**config.mk**
```make
export PLATFORM = sky130hd
export DESIGN_NAME = ddo_ctrl
export DESIGN_NICKNAME = d
export VERILOG_FILES = /design/src/hdl/ddo_pkg.sv /design/src/hdl/ddo_ctrl.sv
export SDC_FILE = /design/constraint.sdc
export NUM_CORES = 1
export LEC_CHECK = 0
export ABC_AREA = 1
export BUFFER_PORTS_ARGS = -buffer_cell sky130_fd_sc_hd__clkbuf_2
export CORE_AREA = 2 2 39 41
export CTS_BUF_LIST = sky130_fd_sc_hd__clkbuf_2 sky130_fd_sc_hd__clkbuf_4 sky130_fd_sc_hd__clkbuf_8
export DETAILED_ROUTE_END_ITERATION = 8
export DIE_AREA = 0 0 41 43
export PLACE_DENSITY = 0.81
export SYNTH_ARGS = -nofsm -noshare
export SYNTH_HDL_FRONTEND = slang
export SYNTH_SLANG_ARGS = --single-unit
export TNS_END_PERCENT = 50
```
**constraint.sdc**
```tcl
create_clock -name clk -period 3.2 [get_ports clk]
set_input_delay 0.32 -clock clk [delete_from_list [all_inputs] [get_ports clk]]
set_output_delay 0.32 -clock clk [all_outputs]
set_load 0.005 [all_outputs]
```
**src/hdl/ddo_pkg.sv**
```systemverilog
`default_nettype none
package ddo_pkg;

	// Input item kinds
	localparam logic [1:0] KIND_SPEED = 2'd0;
	localparam logic [1:0] KIND_SET_X = 2'd1;
	localparam logic [1:0] KIND_SET_Y = 2'd2;

	// Configuration register indexes
	localparam int CFG_IDX_W = 2;
	localparam logic [CFG_IDX_W-1:0] REG_INV_WHEEL_BASE  = 2'd0;
	localparam logic [CFG_IDX_W-1:0] REG_INV_STEER       = 2'd1;
	localparam logic [CFG_IDX_W-1:0] REG_STRAIGHT_THRESH = 2'd2;
	localparam logic [CFG_IDX_W-1:0] REG_OUTPUT_ENABLE   = 2'd3;

	localparam logic [15:0] RST_INV_WHEEL_BASE  = 16'd512;
	localparam logic [15:0] RST_INV_STEER       = 16'd3641;
	localparam logic [15:0] RST_STRAIGHT_THRESH = 16'd51;

	localparam int IN_W  = 112;
	localparam int OUT_W = 128;

	// Radians to binary angle, Q16
	localparam logic signed [30:0] ANG_K = 31'sd683565276;

	// Polynomial sine constants, Q14
	localparam logic [15:0] Q14_PI     = 16'd51472;
	localparam logic [14:0] Q14_2PI_M5 = 15'd21024;
	localparam logic [11:0] Q14_PI_M3  = 12'd2320;
	localparam logic [14:0] Q14_ONE    = 15'd16384;
	localparam logic [15:0] QUARTER    = 16'd16384;

	// Sine unit: angles issued per sample and pipeline depth
	localparam int NUM_ANG  = 8;
	localparam int TRIG_LAT = 4;
	localparam int TRIG_CYC = NUM_ANG + TRIG_LAT;

	// Arc divider widths
	localparam int DIVN_W = 42;
	localparam int DIVD_W = 33;

	typedef struct packed {
		logic       accept;
		logic       m1;
		logic       m2;
		logic       m3;
		logic       trig_issue;
		logic [2:0] ang_sel;
		logic       m5;
		logic       m6;
		logic       div_start;
		logic       div_take;
		logic       upd;
	} cmd_t;

	typedef struct packed {
		logic straight;
		logic oe;
		logic out_busy;
		logic div_busy;
	} sts_t;

	function automatic logic [15:0] sat16(input logic signed [25:0] v);
		logic [15:0] r;
		if (v > 26'sd32767) begin
			r = 16'h7FFF;
		end else if (v < -26'sd32768) begin
			r = 16'h8000;
		end else begin
			r = v[15:0];
		end
		return r;
	endfunction

endpackage
`default_nettype wire

```
**src/hdl/ddo_ctrl.sv**
```systemverilog
`default_nettype none
module ddo_ctrl (
	input  wire logic           clk,
	input  wire logic           arst_n,
	input  wire logic           s_tvalid,
	input  wire logic [1:0]     kind,
	input  wire ddo_pkg::sts_t  sts,
	output logic                s_tready,
	output ddo_pkg::cmd_t       cmd
);
	import ddo_pkg::*;

	localparam logic [3:0] ST_IDLE = 4'd0;
	localparam logic [3:0] ST_M1   = 4'd1;
	localparam logic [3:0] ST_M2   = 4'd2;
	localparam logic [3:0] ST_M3   = 4'd3;
	localparam logic [3:0] ST_TRIG = 4'd4;
	localparam logic [3:0] ST_M5   = 4'd5;
	localparam logic [3:0] ST_M6   = 4'd6;
	localparam logic [3:0] ST_DIVW = 4'd7;
	localparam logic [3:0] ST_DIVT = 4'd8;
	localparam logic [3:0] ST_UPD  = 4'd9;

	logic [3:0] state_q, state_n;
	logic [3:0] cnt_q;
	logic       accept;

	assign s_tready = (state_q == ST_IDLE);
	assign accept   = s_tvalid && s_tready;

	always_comb begin
		state_n        = state_q;
		cmd            = '0;
		cmd.accept     = accept;
		cmd.ang_sel    = cnt_q[2:0];
		case (state_q)
			ST_IDLE: begin
				if (accept && kind == KIND_SPEED) begin
					state_n = ST_M1;
				end
			end
			ST_M1: begin
				cmd.m1  = 1'b1;
				state_n = ST_M2;
			end
			ST_M2: begin
				cmd.m2  = 1'b1;
				state_n = ST_M3;
			end
			ST_M3: begin
				cmd.m3  = 1'b1;
				state_n = ST_TRIG;
			end
			ST_TRIG: begin
				cmd.trig_issue = (cnt_q < 4'(NUM_ANG));
				if (cnt_q == 4'(TRIG_CYC - 1)) begin
					state_n = ST_M5;
				end
			end
			ST_M5: begin
				cmd.m5  = 1'b1;
				state_n = ST_M6;
			end
			ST_M6: begin
				cmd.m6        = 1'b1;
				cmd.div_start = !sts.straight;
				state_n       = sts.straight ? ST_UPD : ST_DIVW;
			end
			ST_DIVW: begin
				if (!sts.div_busy) begin
					state_n = ST_DIVT;
				end
			end
			ST_DIVT: begin
				cmd.div_take = 1'b1;
				state_n      = ST_UPD;
			end
			ST_UPD: begin
				// hold while the previous result still waits for its transfer
				if (!(sts.oe && sts.out_busy)) begin
					cmd.upd = 1'b1;
					state_n = ST_IDLE;
				end
			end
			default: state_n = ST_IDLE;
		endcase
	end

	always_ff @(posedge clk or negedge arst_n) begin
		if (!arst_n) begin
			state_q <= ST_IDLE;
			cnt_q   <= '0;
		end else begin
			state_q <= state_n;
			if (state_q == ST_TRIG) begin
				cnt_q <= cnt_q + 1'b1;
			end else begin
				cnt_q <= '0;
			end
		end
	end

	a_speed_starts: assert property (@(posedge clk) disable iff (!arst_n)
		accept && kind == KIND_SPEED |=> state_q == ST_M1)
		else $error("speed sample did not start the step sequence");

	a_trig_done: assert property (@(posedge clk) disable iff (!arst_n)
		state_q == ST_TRIG && cnt_q == 4'(TRIG_CYC - 1) |=> state_q == ST_M5)
		else $error("sine collection did not finish on time");

	a_arc_only: assert property (@(posedge clk) disable iff (!arst_n)
		state_q == ST_DIVW |-> !sts.straight)
		else $error("divider used on a straight step");

	a_upd_free: assert property (@(posedge clk) disable iff (!arst_n)
		cmd.upd && sts.oe |-> !sts.out_busy)
		else $error("result overwritten before transfer");

endmodule
`default_nettype wire

```
==> metrics.txt <==
outcome finished, final reports clean; Post-synth EDFFs 0; # resized after CTS 0; Final HPWL DP 1080 µm; final setup fails 0; total congestion overflow 0; RSZ-0062 raised after global routing no; Leak Pwr 0.429 nW; Root Buffer clkbuf_4; min-delay worst type input port to flop; number of global-route vias before repair 471; Routed Antenna Nets 0; # IOs 23; dpl cells 118; Fmax 0.602 GHz; initial antenna violation count 0; asr flop ratio synth 100%; Die ar. 1760 µm²; fin area 708 µm²; first-pass GRT wire length 1960 µm; post-CTS setup buffer count 0; synth cell count leaders nand2_1, nor2_1, dfrtp_1, inv_1, inv_2; Min Hold Slack 365 ps; Hold Violations, Final 0; fill count 130; Die W 41 µm; Worst Skew 2.43 ps; Port Buf Inserts 22; total power 0.000570 W; core area 1380 µm²; most common cell in the synthesized netlist nand2_1; largest net degree at the start of global routing 9; Tightest Pin Transition 235 ps; initial core utilization 41.6%; Longest Clk Path Bufs 2; critical path data arrival time 1340 ps; Synth cell types 22; H-Tree Level Count 1; DR pass1 iterations 4; cell count after synthesis 84; Nets 118; Final Max Slew Viols 0; Vias/cell 4.68; dpl cell area 676 µm²; Total Routed Length 1280 µm; power per cell area 805 nW/µm²; Area Overhead vs Synth 23.0%; Final Non-Filler Cells 122; routed via count 571; Initial DRC Count 26; Mean Syn Cell Area 6.85 µm²; synth top area cells dfrtp_1, nand2_1, nor2_1, nand3_1, buf_4; cell taking the most area after synthesis dfrtp_1; Seq/Total Area, Yosys 34.8%; Worst slew margin 84.2%; met1 Use GR 22.5%; share of the synthesized area in the top cell type 34.8%; CTS buffer count 3; element type at the critical path start flop; CTS tree yes; Wirelength per Cell 10.5 µm; clk sinks 8; DRC violations left 0; setup TNS 0 ps; GRT busiest layer met2; Clock Latency Late Sink 260 ps; Synth Register Bits 8; Die Ht 43 µm; GRT Overall Usage 17.3%; Worst Path Required 2880 ps; diode count 0; Clock transition at path regs 50 ps; Crit-path slowest cell dfrtp_1; # hold bufs at CTS 1; Crit path largest cell delay 420 ps; worst path cell trace inv_2 -> nand2_1 -> nor2_1 -> inv_1 -> nor2_1 -> clkbuf_2; RePlAce Congestion 0.864; layout cells sized above 1 39.6%; Setup CP Type flop to output port; Peak supply drop 0.000344 V; Crit path top cell by count nor2_1; Max-Cap Viols 0; row count 14; yosys warns 0; critical path endpoint category output port; Tmin final 1660 ps; Worst Path Buf+Inv 3; synthesized cell area 576 µm²; Primary FF master, synth dfrtp_1; grt met3 use 3.66%; CP max FO 5; M2 GR Usage 23.1%; CP top delay family flip-flops; crit share post-route 51.9%; Mapped Nets 94
==> flip-flops by register name, indices dropped and copies added, names as in the netlist <==
name and cells:
cnt_q 4, state_q 4
==> cells by family after synthesis <==
family          share of synthesized area, %
buf+inv                                 15.0
simple gates                            42.4
fa+ha+maj                               2.17
flops                                   34.8
xor+xnor                                1.52
compound gates                          4.13
==> cells in the final DEF, fill, tap and decap left out, types with 2 or more instances in the layout <==
cell	synthesis	routed
nor2_2	2	2
inv_1	8	8
dfrtp_1	8	8
nand2_2	4	4
clkbuf_2	0	22
nand3_1	6	6
nor2_1	14	14
nand2_1	16	16
a21oi_1	2	2
nor3_1	2	2
clkbuf_4	0	3
inv_2	7	7
==> area by class of cell <==
| type | instances | area, µm² | area share, % |
|---|---|---|---|
| clock buffers | 3 | 22.5 | 3.18 |
| inverters | 15 | 56.3 | 7.95 |
| well taps | 16 | 20.0 | 2.83 |
| flip-flops and latches | 8 | 200 | 28.3 |
| multi-input cells | 57 | 289 | 40.8 |
| repair buffers | 23 | 120 | 17.0 |
==> power by group <==
group | total (W) | switching, W | internal [W]
sequential | 0.000170 | 0.0000396 | 0.000131
clock | 0.0000782 | 0.0000353 | 0.0000430
combinational | 0.000321 | 0.000200 | 0.000121
total | 0.000570 | 0.000275 | 0.000295
==> worst min-delay path: stages <==
cell	delay, ps
clkbuf_2	80
nand2_1	40
nand2_1	50
nand2_1	40
nand2_1	50
==> per-layer routing <==
layer / share of wire, % / vias to the layer above
li1: - / 301
met1: 43 / 251
met2: 51 / 15
met3: 4.0 / 4
met4: 2.3 / 0
met5: 0 / -
==> through the flow <==
stage          worst slack (ps)  utilization, %
5_1_grt                    1450            51.2
2_1_floorplan              2000               -
6_report                   1540            51.2
3_3_place_gp               1870            48.8
3_5_place_dp               1830            48.8
4_1_cts                    1540            51.2
==> final timing paths <==
path | startpoint | endpoint | slack [ps] | cells past startpoint
setup / recovery | state_q[0] | cmd[8] | 1540 | 6
hold / removal | sts[3] | state_q[3] | 370 | 5
setup reg to reg | cnt_q[0] | state_q[3] | 1970 | 7
hold reg to reg | cnt_q[0] | cnt_q[0] | 500 | 1
max in group asynchronous | arst_n | cnt_q[0] | 2590 | 2
min in group asynchronous | arst_n | state_q[3] | 440 | 2
Note: power is estimated with default switching activity, not from simulation.
